--- config.mk ---
export PLATFORM = sky130hd
export DESIGN_NAME = tensor_section_address_walker_core
export DESIGN_NICKNAME = d
export VERILOG_FILES = /design/src/tsaw_pkg.sv /design/src/tsaw_front.sv /design/src/tsaw_queue.sv /design/src/tsaw_back.sv /design/src/tensor_section_address_walker_core.sv
export VERILOG_INCLUDE_DIRS = /design/src /design/src/src
export SDC_FILE = /design/constraint.sdc
export NUM_CORES = 2
export LEC_CHECK = 0
export BUFFER_PORTS_ARGS = -buffer_cell sky130_fd_sc_hd__buf_2
export CAP_MARGIN = 5
export CORE_MARGIN = 1.5
export CORE_UTILIZATION = 65
export CTS_BUF_LIST = sky130_fd_sc_hd__clkbuf_8
export DETAILED_ROUTE_END_ITERATION = 8
export PLACE_DENSITY = 0.82
export SYNTH_ARGS = -nofsm -noshare
export SYNTH_HDL_FRONTEND = slang
export SYNTH_SLANG_ARGS = --single-unit
export TNS_END_PERCENT = 20
--- constraint.sdc ---
create_clock -name clk_i -period 14.1 [get_ports clk_i]
set_clock_uncertainty 0.05 [all_clocks]
set_input_delay 2.82 -clock clk_i [delete_from_list [all_inputs] [get_ports clk_i]]
set_output_delay 2.82 -clock clk_i [all_outputs]
set_load 0.01 [all_outputs]
--- src/tensor_section_address_walker_core_assert.svh ---
// ---------------------------------------------------------------------------
// Assertion macros for the section address walker
// Concurrent checks clocked on clk_i, disabled while rst_ni is low.
// ---------------------------------------------------------------------------
`ifndef TENSOR_SECTION_ADDRESS_WALKER_CORE_ASSERT_SVH
`define TENSOR_SECTION_ADDRESS_WALKER_CORE_ASSERT_SVH

`ifndef SYNTHESIS

// property must hold at every edge out of reset
`define TSAW_ASSERT(lbl, prop, msg) \
  lbl: assert property (@(posedge clk_i) disable iff (!rst_ni) (prop)) else $error(msg);

// condition must never be seen out of reset
`define TSAW_ASSERT_NEVER(lbl, cond, msg) \
  lbl: assert property (@(posedge clk_i) disable iff (!rst_ni) !(cond)) else $error(msg);

`else

`define TSAW_ASSERT(lbl, prop, msg)
`define TSAW_ASSERT_NEVER(lbl, cond, msg)

`endif

`endif

--- src/tsaw_pkg.sv ---
// ---------------------------------------------------------------------------
// tsaw_pkg
// Shared types and constants of the section address walker.
// ---------------------------------------------------------------------------
`default_nettype none

package tsaw_pkg;

  // corner coordinates carried by one input beat
  localparam int IN_DIMS  = 4;
  localparam int FIELD_W  = 16;
  localparam int INDEX_W  = 32;
  localparam int CFG_IDX_W = 3;
  localparam int CFG_DATA_W = 16;
  localparam int SIZE_W   = 16;

  typedef enum logic [CFG_IDX_W-1:0] {
    REG_ACTIVE_DIMS = 3'd0,
    REG_ROW_MAJOR   = 3'd1,
    REG_DIM_SIZE_0  = 3'd2,
    REG_DIM_SIZE_1  = 3'd3,
    REG_DIM_SIZE_2  = 3'd4,
    REG_DIM_SIZE_3  = 3'd5
  } tsaw_reg_e;

  typedef enum logic {
    KIND_START = 1'b0,
    KIND_STEP  = 1'b1
  } tsaw_kind_e;

  typedef enum logic [1:0] {
    BK_IDLE,
    BK_CALC,
    BK_DONE
  } tsaw_back_state_e;

  typedef struct packed {
    logic last;
    logic no_walk;
  } tsaw_flags_t;

  typedef struct packed {
    logic walk_active;
    logic last;
  } tsaw_front_status_t;

  typedef struct packed {
    logic full;
    logic empty;
  } tsaw_q_status_t;

endpackage

`default_nettype wire

--- src/tsaw_front.sv ---
// ---------------------------------------------------------------------------
// tsaw_front
// Holds the walk state, classifies each beat, steps the odometer and hands
// the new coordinate, running count and flags to the queue.
// ---------------------------------------------------------------------------
`default_nettype none

module tsaw_front
  import tsaw_pkg::*;
#(
  parameter int MAX_DIMS   = 4,
  parameter int COORD_BITS = 16,
  parameter int CNT_W      = $clog2(MAX_DIMS + 1),
  parameter int IDX_W      = (MAX_DIMS > 1) ? $clog2(MAX_DIMS) : 1
) (
  input  logic                                 clk_i,
  input  logic                                 rst_ni,
  input  logic [CNT_W-1:0]                     n_dims_i,
  input  logic                                 row_major_i,
  input  logic                                 accept_i,
  input  logic                                 kind_i,
  input  logic [IN_DIMS-1:0][FIELD_W-1:0]      low_i,
  input  logic [IN_DIMS-1:0][FIELD_W-1:0]      high_i,
  output logic [MAX_DIMS-1:0][COORD_BITS-1:0]  coords_o,
  output logic [INDEX_W-1:0]                   count_o,
  output tsaw_flags_t                          flags_o,
  output tsaw_front_status_t                   status_o
);

  logic [MAX_DIMS-1:0][COORD_BITS-1:0] coord_q, coord_d;
  logic [MAX_DIMS-1:0][COORD_BITS-1:0] low_q, high_q;
  logic [MAX_DIMS-1:0][COORD_BITS-1:0] lo_ext, hi_ext;
  logic [MAX_DIMS-1:0][COORD_BITS-1:0] next_c, cand_high;
  logic [INDEX_W-1:0]                  count_q, count_d;
  logic                                walk_q;
  logic                                is_start, no_walk, fin;

  for (genvar g = 0; g < MAX_DIMS; g++) begin : g_ext
    if (g < IN_DIMS) begin : g_in
      assign lo_ext[g] = COORD_BITS'(low_i[g]);
      assign hi_ext[g] = COORD_BITS'(high_i[g]);
    end else begin : g_zero
      assign lo_ext[g] = '0;
      assign hi_ext[g] = '0;
    end
  end

  assign is_start = (kind_i == KIND_START);
  assign no_walk  = (kind_i == KIND_STEP) && !walk_q;

  // odometer step, fastest position first; carry ripples while dims wrap
  always_comb begin
    logic             carry;
    logic [IDX_W-1:0] d;
    next_c = coord_q;
    carry  = 1'b1;
    d      = '0;
    for (int p = 0; p < MAX_DIMS; p++) begin
      if (p < int'(n_dims_i)) begin
        d = row_major_i ? IDX_W'(int'(n_dims_i) - 1 - p) : IDX_W'(p);
        if (carry) begin
          if (coord_q[d] >= high_q[d]) begin
            next_c[d] = low_q[d];
          end else begin
            next_c[d] = coord_q[d] + 1'b1;
            carry     = 1'b0;
          end
        end
      end
    end
  end

  always_comb begin
    coord_d   = is_start ? lo_ext : next_c;
    cand_high = is_start ? hi_ext : high_q;
    fin = 1'b1;
    for (int d = 0; d < MAX_DIMS; d++) begin
      if (d < int'(n_dims_i) && coord_d[d] < cand_high[d]) fin = 1'b0;
    end
    count_d = is_start ? '0 : count_q + 1'b1;
  end

  assign coords_o         = no_walk ? '0 : coord_d;
  assign count_o          = no_walk ? '0 : count_d;
  assign flags_o.last     = !no_walk && fin;
  assign flags_o.no_walk  = no_walk;
  assign status_o.walk_active = walk_q;
  assign status_o.last        = flags_o.last;

  always_ff @(posedge clk_i or negedge rst_ni) begin
    if (!rst_ni) begin
      coord_q <= '0;
      low_q   <= '0;
      high_q  <= '0;
      count_q <= '0;
      walk_q  <= 1'b0;
    end else if (accept_i && !no_walk) begin
      coord_q <= coord_d;
      count_q <= count_d;
      walk_q  <= !fin;
      if (is_start) begin
        low_q  <= lo_ext;
        high_q <= hi_ext;
      end
    end
  end

endmodule

`default_nettype wire

--- src/tsaw_queue.sv ---
// ---------------------------------------------------------------------------
// tsaw_queue
// Short flop FIFO between front and back.
// ---------------------------------------------------------------------------
`default_nettype none

module tsaw_queue
  import tsaw_pkg::*;
#(
  parameter int WIDTH = 8,
  parameter int DEPTH = 2
) (
  input  logic             clk_i,
  input  logic             rst_ni,
  input  logic             push_i,
  input  logic [WIDTH-1:0] data_i,
  input  logic             pop_i,
  output logic [WIDTH-1:0] data_o,
  output tsaw_q_status_t   status_o
);

  localparam int PTR_W = (DEPTH > 1) ? $clog2(DEPTH) : 1;
  localparam int CNT_W = $clog2(DEPTH + 1);

  logic [WIDTH-1:0] mem_q [DEPTH];
  logic [PTR_W-1:0] wr_q, rd_q;
  logic [CNT_W-1:0] cnt_q;

  assign status_o.full  = (cnt_q == CNT_W'(DEPTH));
  assign status_o.empty = (cnt_q == '0);
  assign data_o         = mem_q[rd_q];

  always_ff @(posedge clk_i) begin
    if (push_i) mem_q[wr_q] <= data_i;
  end

  always_ff @(posedge clk_i or negedge rst_ni) begin
    if (!rst_ni) begin
      wr_q  <= '0;
      rd_q  <= '0;
      cnt_q <= '0;
    end else begin
      if (push_i) wr_q <= (wr_q == PTR_W'(DEPTH - 1)) ? '0 : wr_q + 1'b1;
      if (pop_i)  rd_q <= (rd_q == PTR_W'(DEPTH - 1)) ? '0 : rd_q + 1'b1;
      if (push_i && !pop_i)      cnt_q <= cnt_q + 1'b1;
      else if (pop_i && !push_i) cnt_q <= cnt_q - 1'b1;
    end
  end

endmodule

`default_nettype wire

--- src/tsaw_back.sv ---
// ---------------------------------------------------------------------------
// tsaw_back
// Turns a queued coordinate into the linear tensor index, one dimension
// per cycle (stride multiply, then accumulate), and drives the output beat.
// ---------------------------------------------------------------------------
`default_nettype none

module tsaw_back
  import tsaw_pkg::*;
#(
  parameter int MAX_DIMS   = 4,
  parameter int COORD_BITS = 16,
  parameter int CNT_W      = $clog2(MAX_DIMS + 1),
  parameter int IDX_W      = (MAX_DIMS > 1) ? $clog2(MAX_DIMS) : 1
) (
  input  logic                                 clk_i,
  input  logic                                 rst_ni,
  input  logic [CNT_W-1:0]                     n_dims_i,
  input  logic                                 row_major_i,
  input  logic [MAX_DIMS-1:0][SIZE_W-1:0]      dim_size_i,
  input  logic                                 q_empty_i,
  input  logic [MAX_DIMS-1:0][COORD_BITS-1:0]  q_coords_i,
  input  logic [INDEX_W-1:0]                   q_count_i,
  input  tsaw_flags_t                          q_flags_i,
  output logic                                 pop_o,
  output logic                                 m_valid_o,
  input  logic                                 m_ready_i,
  output logic [INDEX_W-1:0]                   tensor_index_o,
  output logic [INDEX_W-1:0]                   section_index_o,
  output tsaw_flags_t                          flags_o
);

  tsaw_back_state_e state_q, state_d;

  logic [MAX_DIMS-1:0][COORD_BITS-1:0] coords_q;
  logic [INDEX_W-1:0] count_q, sum_q, prod_q, stride_q;
  logic [INDEX_W-1:0] prod_d, stride_d;
  tsaw_flags_t        flags_q;
  logic [CNT_W-1:0]   pos_q;
  logic [IDX_W-1:0]   dim;
  logic               in_range, slot_free, load_out;

  logic               out_valid_q;
  logic [INDEX_W-1:0] out_tidx_q, out_sidx_q;
  tsaw_flags_t        out_flags_q;

  assign slot_free = !out_valid_q || m_ready_i;
  assign in_range  = (pos_q < n_dims_i);
  assign dim = row_major_i ? IDX_W'(int'(n_dims_i) - 1 - int'(pos_q)) : IDX_W'(pos_q);
  assign prod_d   = in_range ? stride_q * INDEX_W'(coords_q[dim]) : '0;
  assign stride_d = in_range ? stride_q * INDEX_W'(dim_size_i[dim]) : stride_q;

  always_ff @(posedge clk_i or negedge rst_ni) begin
    if (!rst_ni) state_q <= BK_IDLE;
    else         state_q <= state_d;
  end

  always_comb begin
    state_d  = state_q;
    pop_o    = 1'b0;
    load_out = 1'b0;
    unique case (state_q)
      BK_IDLE: begin
        if (!q_empty_i) begin
          pop_o   = 1'b1;
          state_d = q_flags_i.no_walk ? BK_DONE : BK_CALC;
        end
      end
      BK_CALC: begin
        // one extra pass drains the last product into the sum
        if (pos_q == n_dims_i) state_d = BK_DONE;
      end
      BK_DONE: begin
        if (slot_free) begin
          load_out = 1'b1;
          state_d  = BK_IDLE;
        end
      end
      default: state_d = BK_IDLE;
    endcase
  end

  always_ff @(posedge clk_i) begin
    if (pop_o) begin
      coords_q <= q_coords_i;
      count_q  <= q_count_i;
      flags_q  <= q_flags_i;
      sum_q    <= '0;
      prod_q   <= '0;
      stride_q <= INDEX_W'(1);
      pos_q    <= '0;
    end else if (state_q == BK_CALC) begin
      sum_q    <= sum_q + prod_q;
      prod_q   <= prod_d;
      stride_q <= stride_d;
      pos_q    <= pos_q + 1'b1;
    end
  end

  always_ff @(posedge clk_i or negedge rst_ni) begin
    if (!rst_ni) begin
      out_valid_q <= 1'b0;
    end else if (load_out) begin
      out_valid_q <= 1'b1;
    end else if (m_ready_i) begin
      out_valid_q <= 1'b0;
    end
  end

  always_ff @(posedge clk_i) begin
    if (load_out) begin
      out_tidx_q  <= sum_q;
      out_sidx_q  <= count_q;
      out_flags_q <= flags_q;
    end
  end

  assign m_valid_o       = out_valid_q;
  assign tensor_index_o  = out_tidx_q;
  assign section_index_o = out_sidx_q;
  assign flags_o         = out_flags_q;

endmodule

`default_nettype wire

--- src/tensor_section_address_walker_core.sv ---
// ---------------------------------------------------------------------------
// tensor_section_address_walker_core
// Walks a box of an N-dimensional tensor and emits, per element, its linear
// tensor index and its running index within the section.
// ---------------------------------------------------------------------------
//  channel | dir | beat contents
//  s_*     | in  | tdata: low_0..3, high_0..3 (16b each); tuser: kind
//  m_*     | out | tdata: tensor_index, section_index; tlast: last; tuser: no_walk
//  cfg_*   | in  | cfg_index_i selects register, cfg_data_i is written
//
//  An element passes through the back end's idle, calc and done states; calc
//  covers one of the n active dims (clamped to 1..MAX_DIMS) per cycle by stride
//  multiply/accumulate, plus a drain pass; a no-walk step skips calc.
//  Reset clears the walk state and loads register defaults; no clearing pass.
//  A QUEUE_DEPTH entry queue and an output register decouple the sides.
// ---------------------------------------------------------------------------
`default_nettype none

`include "tensor_section_address_walker_core_assert.svh"

module tensor_section_address_walker_core
  import tsaw_pkg::*;
#(
  parameter int MAX_DIMS    = 4,
  parameter int COORD_BITS  = 16,
  parameter int QUEUE_DEPTH = 2
) (
  input  logic                  clk_i,
  input  logic                  rst_ni,
  input  logic                  s_tvalid_i,
  output logic                  s_tready_o,
  input  logic [127:0]          s_tdata_i,   // low_0..low_3, high_0..high_3
  input  logic                  s_tuser_i,   // kind
  output logic                  m_tvalid_o,
  input  logic                  m_tready_i,
  output logic [63:0]           m_tdata_o,   // tensor_index, section_index
  output logic                  m_tlast_o,
  output logic                  m_tuser_o,   // no_walk
  input  logic                  cfg_valid_i,
  output logic                  cfg_ready_o,
  input  logic [CFG_IDX_W-1:0]  cfg_index_i,
  input  logic [CFG_DATA_W-1:0] cfg_data_i
);

  localparam int CNT_W   = $clog2(MAX_DIMS + 1);
  localparam int FLAGS_W = $bits(tsaw_flags_t);
  localparam int ENTRY_W = MAX_DIMS * COORD_BITS + INDEX_W + FLAGS_W;

  logic [2:0]                     active_dims_q;
  logic                           row_major_q;
  logic [MAX_DIMS-1:0][SIZE_W-1:0] dim_size_q;
  logic [CNT_W-1:0]               n_dims;

  logic                           s_accept;
  logic [IN_DIMS-1:0][FIELD_W-1:0] low, high;

  logic [MAX_DIMS-1:0][COORD_BITS-1:0] f_coords, q_coords;
  logic [INDEX_W-1:0]             f_count, q_count;
  tsaw_flags_t                    f_flags, q_flags, m_flags;
  tsaw_front_status_t             f_status;
  tsaw_q_status_t                 q_status;
  logic [ENTRY_W-1:0]             q_wdata, q_rdata;
  logic                           q_pop;
  logic [INDEX_W-1:0]             tensor_index, section_index;

  // configuration registers
  assign cfg_ready_o = 1'b1;

  always_ff @(posedge clk_i or negedge rst_ni) begin
    if (!rst_ni) begin
      active_dims_q <= 3'd1;
      row_major_q   <= 1'b1;
      for (int d = 0; d < MAX_DIMS; d++) dim_size_q[d] <= SIZE_W'(1);
    end else if (cfg_valid_i) begin
      unique case (cfg_index_i) inside
        REG_ACTIVE_DIMS: active_dims_q <= cfg_data_i[2:0];
        REG_ROW_MAJOR:   row_major_q   <= cfg_data_i[0];
        REG_DIM_SIZE_0, REG_DIM_SIZE_1, REG_DIM_SIZE_2, REG_DIM_SIZE_3: begin
          for (int d = 0; d < MAX_DIMS; d++) begin
            if (d < IN_DIMS && int'(cfg_index_i) == int'(REG_DIM_SIZE_0) + d)
              dim_size_q[d] <= cfg_data_i;
          end
        end
        default: ;
      endcase
    end
  end

  // zero acts as one, anything above the maximum as the maximum
  always_comb begin
    if (active_dims_q == '0)                    n_dims = CNT_W'(1);
    else if (int'(active_dims_q) > MAX_DIMS)    n_dims = CNT_W'(MAX_DIMS);
    else                                        n_dims = CNT_W'(active_dims_q);
  end

  assign s_tready_o = !q_status.full;
  assign s_accept   = s_tvalid_i && s_tready_o;

  for (genvar g = 0; g < IN_DIMS; g++) begin : g_unpack
    assign low[g]  = s_tdata_i[g*FIELD_W +: FIELD_W];
    assign high[g] = s_tdata_i[(IN_DIMS + g)*FIELD_W +: FIELD_W];
  end

  tsaw_front #(
    .MAX_DIMS   (MAX_DIMS),
    .COORD_BITS (COORD_BITS)
  ) u_front (
    .clk_i       (clk_i),
    .rst_ni      (rst_ni),
    .n_dims_i    (n_dims),
    .row_major_i (row_major_q),
    .accept_i    (s_accept),
    .kind_i      (s_tuser_i),
    .low_i       (low),
    .high_i      (high),
    .coords_o    (f_coords),
    .count_o     (f_count),
    .flags_o     (f_flags),
    .status_o    (f_status)
  );

  assign q_wdata = {f_coords, f_count, f_flags};

  tsaw_queue #(
    .WIDTH (ENTRY_W),
    .DEPTH (QUEUE_DEPTH)
  ) u_queue (
    .clk_i    (clk_i),
    .rst_ni   (rst_ni),
    .push_i   (s_accept),
    .data_i   (q_wdata),
    .pop_i    (q_pop),
    .data_o   (q_rdata),
    .status_o (q_status)
  );

  assign {q_coords, q_count, q_flags} = q_rdata;

  tsaw_back #(
    .MAX_DIMS   (MAX_DIMS),
    .COORD_BITS (COORD_BITS)
  ) u_back (
    .clk_i           (clk_i),
    .rst_ni          (rst_ni),
    .n_dims_i        (n_dims),
    .row_major_i     (row_major_q),
    .dim_size_i      (dim_size_q),
    .q_empty_i       (q_status.empty),
    .q_coords_i      (q_coords),
    .q_count_i       (q_count),
    .q_flags_i       (q_flags),
    .pop_o           (q_pop),
    .m_valid_o       (m_tvalid_o),
    .m_ready_i       (m_tready_i),
    .tensor_index_o  (tensor_index),
    .section_index_o (section_index),
    .flags_o         (m_flags)
  );

  assign m_tdata_o = {section_index, tensor_index};
  assign m_tlast_o = m_flags.last;
  assign m_tuser_o = m_flags.no_walk;

  // checks
  `TSAW_ASSERT(a_last_ends_walk, s_accept && f_status.last |=> !f_status.walk_active, "walk still active after last element")
  `TSAW_ASSERT(a_no_walk_zero, m_tvalid_o && m_tuser_o |-> m_tdata_o == '0 && !m_tlast_o, "no-walk beat carries indices")
  `TSAW_ASSERT_NEVER(a_pop_empty, q_pop && q_status.empty, "back end popped an empty queue")
  `TSAW_ASSERT_NEVER(a_queue_state, q_status.full && q_status.empty, "queue both full and empty")

endmodule

`default_nettype wire

# Word level (Yosys, flattened, before mapping)
# Memories as Yosys holds them, arrays and structs flattened.
# Cells that the tools add are included.
[word_totals]
regBits = 563
ramBits = 196
inputBits = 153
out_inout_bits = 69
mem_count = 1
[mem_list]
columns = ["memory", "depth", "word_bits", "rd", "rd_clocked_by_memory_dff", "write_ports", "line", "text"]
rows = [
  ["u_queue.mem_q", 2, 98, 1, 0, 1, "tsaw_queue.sv:25", "logic [WIDTH-1:0] mem_q [DEPTH];"],
]
[op_classes]
addsub = 16
multipliers = 2
magnitude_cmp = 23
n_eq_ne = 16
mux = 97
bitwise = 1
n_reduce_logical = 38
[op_table]
columns = ["operator", "count"]
rows = [
  ["$mux 64", 14],
  ["$bwmux 64", 8],
  ["$bmux 16 s2", 14],
  ["$mux 16", 18],
  ["$demux 16 s2", 4],
  ["$mux 32", 3],
  ["$add 16x1->16 const B", 4],
  ["$ge 16x16->1", 4],
  ["$lt 16x16->1", 4],
  ["$mul 32x16->32", 2],
  ["$add 32x1->32 const B", 1],
  ["$add 32x32->32", 1],
  ["$mux 1", 22],
  ["$mux 2", 11],
  ["$eq 3x3->1 const B", 6],
  ["$lt 2x3->1 const B", 5],
  ["$reduce_and 3->1", 5],
  ["$logic_and 1x1->1", 14],
  ["$ge 2x1->1 const B", 4],
  ["$reduce_and 2->1", 4],
  ["$logic_not 1->1", 7],
  ["$eq 3x2->1 const B", 2],
  ["$logic_not 3->1", 2],
  ["$lt 1x3->1 const A", 2],
  ["other kinds (22)", 32],
]

# Logic depth before layout (Yosys ltp)
[logic_depth]
depth_word = 32
mapped_depth = 42
ltp_nobuf = 34

# By module
# From an unflattened synthesis, not the netlist that was laid out.
[unflattened]
cells_unflattened = 7067
hier_area_um2 = 68406.9
[by_module_without_submodules]
columns = ["mod", "n_inst", "cells_per_inst", "area_per_inst_um2", "seq_area_each_um2"]
rows = [
  ["tsaw_back", 1, 3621, 34139.0, 6981.7],
  ["tsaw_front", 1, 2969, 24223.2, 5630.4],
  ["tsaw_queue", 1, 321, 7287.0, 5985.7],
  ["tensor_section_address_walker_core", 1, 156, 2757.6, 1709.1],
]

# Least setup slack after synthesis
# OpenSTA, ideal clock, no wires.
[synth_timing]
path_type = "register -> register"
from = "reg active_dims_q[0]"
to = "reg u_back.prod_q[30]"
t_arrival_ns = 8.779
t_required_ns = 13.933
path_slack_ns = 5.154
path_stages_with_launch = 37
path_buffers = 5
cell_sequence = "dfstp_2 -> nor2b_4 -> nor2_1 -> inv_1 -> ha_1 -> buf_2 -> xor2_1 -> a21boi_0 -> nor2_1 -> buf_2 -> buf_2 -> buf_4 -> nor2_1 -> a21oi_1 -> clkbuf_1 -> nand2_1 -> fa_1 -> inv_1 -> fa_1 -> inv_1 -> fa_1 -> fa_1 -> inv_1 -> fa_1 -> inv_1 -> fa_1 -> inv_1 -> ha_1 -> a21o_1 -> a21oi_1 -> o2111ai_1 -> a31oi_1 -> o31ai_1 -> a21oi_1 -> a2111oi_0 -> or3_1 -> a32o_1"
[synth_via]
elab_chain_len = 10
[synth_rtl]
columns = ["element", "line", "text"]
rows = [
  ["from (decl)", "tensor_section_address_walker_core.sv:49", "logic [2:0] active_dims_q;"],
  ["from (signal assigned)", "tensor_section_address_walker_core.sv:76", "REG_ACTIVE_DIMS: active_dims_q <= cfg_data_i[2:0];"],
  ["$gt 3x3->1", "tensor_section_address_walker_core.sv:92", "else if (int'(active_dims_q) > MAX_DIMS) n_dims = CNT_W'(MAX_DIMS);"],
  ["$mux 3", "tensor_section_address_walker_core.sv:92", ""],
  ["$mux 3 (*)", "tensor_section_address_walker_core.sv:91", "if (active_dims_q == '0) n_dims = CNT_W'(1);"],
  ["$sub 2x1->2", "tsaw_back.sv:49", "assign dim = row_major_i ? IDX_W'(int'(n_dims_i) - 1 - int'(pos_q)) : IDX_W'(pos_q);"],
  ["$sub 2x2->2", "tsaw_back.sv:49", ""],
  ["$mux 2", "tsaw_back.sv:49", ""],
  ["$bmux 16 s2", "tsaw_back.sv:50", "assign prod_d = in_range ? stride_q * INDEX_W'(coords_q[dim]) : '0;"],
  ["$mux 16 (not written as such)", "tsaw_back.sv:50", ""],
  ["$mul 32x16->32", "tsaw_back.sv:50", ""],
  ["$mux 32 (*)", "tsaw_back.sv:50", ""],
  ["to (signal assigned)", "tsaw_back.sv:94", "prod_q <= prod_d;"],
  ["to (decl)", "tsaw_back.sv:36", "logic [INDEX_W-1:0] count_q, sum_q, prod_q, stride_q;"],
]
# Mark *: on every way between the ends. The rest lies on a longest branch, timed or not. The select of a mux whose other input is x is not followed.
# A chain may end at the register's enable or synchronous reset.

==> run metrics <==
final WL 238 mm; setup_tns 0 ns; ys async rst share 39.5%; clk_lat worst skew 0.85 ns; core area 102000 sq um; number of setup buffers added after CTS 0; CTS tree done; DIE WIDTH 323 microns; dominant cells by area after synthesis fa_1 (18%), edfxtp_1 (16%), dfrtp_1 (11%), nand2_1 (8.8%), ha_1 (5.6%); Avg Cell Area, Syn 9.37 sq um; Synth cell types 103; area share of the largest cell type after synthesis 18.3%; f_max 91.5 MHz; DR pass1 iterations 7; crit start category register; cts hold-fix bufs 0; vias per cell 6.54; critical-path maximum fanout 96; pin count of the biggest net entering global routing 150; synth cell count leaders nand2_1 (1559), inv_1 (643), fa_1 (609); WP data arrival 11.54 ns; DRC 0; CTS buffer count 130; initial antenna violation count 18; I/O pin total 222; number of port buffers 220; Clock transition at path regs 0.06 ns; worst-margin pin slew 1.34 ns; Tcrit/Tclk final 77.5%; Detailed Place HPWL 170 mm; antenna-violating nets left 0; WL/cell 27.6 microns; Critical Path RT 14.72 ns; global route overflow 0; crit end category register; YS warnings 0; syn_nets 8182; max-slew violations 0; RSZ-0062 raised after global routing false; Filler cells 7511; WHS 0.370 ns; Syn-to-layout area delta 7.32%; flops & latches, synth 759; die area 105000 sq um; status finished clean; GRT Util Overall 46.2%; initial drt markers 6980; row count 117; count leader, synth nand2_1; Top FF cell, synth edfxtp_1; CTS resizes 0; slowest CP cell buf_4; sequential share of the synthesized area 30.4%; Post-Syn Area 66700 sq um; CTS Buffer Depth 3; max incr delay on CP 0.91 ns; H-tree levels 4; R2R cell count 29; Final nets 8214; Hold Crit Depth 0; Mapped Cells 7123; Tmin final 10.93 ns; max-cap viol count 0; layout cells sized above 1 12.3%; most frequent CP cell o21ai_0; global-route wire length before repair 354 mm; via count 56500; CTS root buf clkbuf_8; Sink Count 759; post-synth top area cell fa_1; number of synthesized flops with an enable pin 360; class of the worst hold path register to register; critical path class register to register; die height 323 microns; number of global-route vias before repair 56700; Slew HR 9.66%; Fin. Hold Viols 0; final setup fails 0; initial core utilization 65.6%; Final GP Congestion 1.13
[per-layer routing]
metal / global-route usage [%] / up-vias / wire length [microns]
met5: 0 / - / 67
met4: 34.3 / 10 / 21400
li1: - / 23900 / -
met3: 15.0 / 1091 / 29400
met2: 68.9 / 3832 / 103000
met1: 56.1 / 27700 / 84600
[logic make-up after synthesis]
| group | count (synthesis) | synth area share, % |
|---|---|---|
| flops | 759 | 30.4 |
| xor+xnor | 200 | 2.64 |
| mux | 525 | 9.31 |
| buf+inv | 1083 | 6.35 |
| fa+ha+maj | 906 | 23.8 |
| simple gates | 2611 | 17.3 |
| compound gates | 1038 | 10.1 |
| other cells | 1 | 0.00562 |
[placed cells by master (no fill, tap or decap), types with 217 or more instances in the layout]
cell type and count:
a21oi_1 246, and2_1 283, buf_2 218, dfrtp_1 293, edfxtp_1 360, fa_1 609
ha_1 297, inv_1 680, mux2_2 217, mux2i_1 248, nand2_1 1555, nor2_1 248
o21ai_0 250
[final cells by class]
cell class                      instances  area, sq um  share of cell area [%]
Clock inverter                         94          681                   0.950
Tap cell                             1368         1710                    2.39
Sequential cell                       759        20300                    28.4
Inverter                              646         2430                    3.39
Antenna cell                            6         15.0                  0.0210
Clock buffer                          145         2000                    2.79
Timing Repair Buffer                  337         2070                    2.88
Multi-Input combinational cell       5281        42400                    59.2
[per-stage QoR]
stage / std cells / setup WS, ns / utilization [%] / cell area [sq um]
floorplan: 7123 / 5.15 / - / 66700
global placement: 8389 / 4.16 / 67.7 / 68900
detailed placement: 8389 / 3.81 / 67.7 / 68900
CTS: 8628 / 3.76 / 70.4 / 71600
global route: 8633 / 2.85 / 70.4 / 71600
finish: 8636 / 3.17 / 70.4 / 71600
[worst paths after layout]
kind,startpoint,endpoint,slack [ns]
hold reg to reg,u_back.count_q[4]$_DFFE_PP_,u_back.section_index_o[4]$_DFFE_PP_,0.37
max in group asynchronous,rst_ni,u_queue.rd_q$_DFFE_PN0P_,10.48
setup reg to reg,active_dims_q[2]$_DFFE_PN0P_,u_queue.mem_q[1][1]$_DFFE_PP_,3.17
hold / removal,u_back.count_q[4]$_DFFE_PP_,u_back.section_index_o[4]$_DFFE_PP_,0.37
setup / recovery,active_dims_q[2]$_DFFE_PN0P_,u_queue.mem_q[1][1]$_DFFE_PP_,3.17
min in group asynchronous,rst_ni,u_front.high_q[24]$_DFFE_PN0P_,1.95
[state kept, by name, summed over array words and instances, names as in the netlist, 64 cells and up]
register and count:
u_back.coords_q 64, u_front.low_q 64, dim_size_q 64, u_front.coord_q 64, u_queue.mem_q 196, u_front.high_q 64
[critical path: cells and delay by family, from the launching register on]
kind	cells	cell delay, ns
AOI/OAI and AO/OA	13	4.69
DFF	1	0.55
and+or+nand+nor	9	2.26
adders and majority gates	3	1.42
buffers and inverters	4	1.75
Power is not shown: default switching activity piles up to over one toggle a cycle in this logic, so the estimate is an artifact.
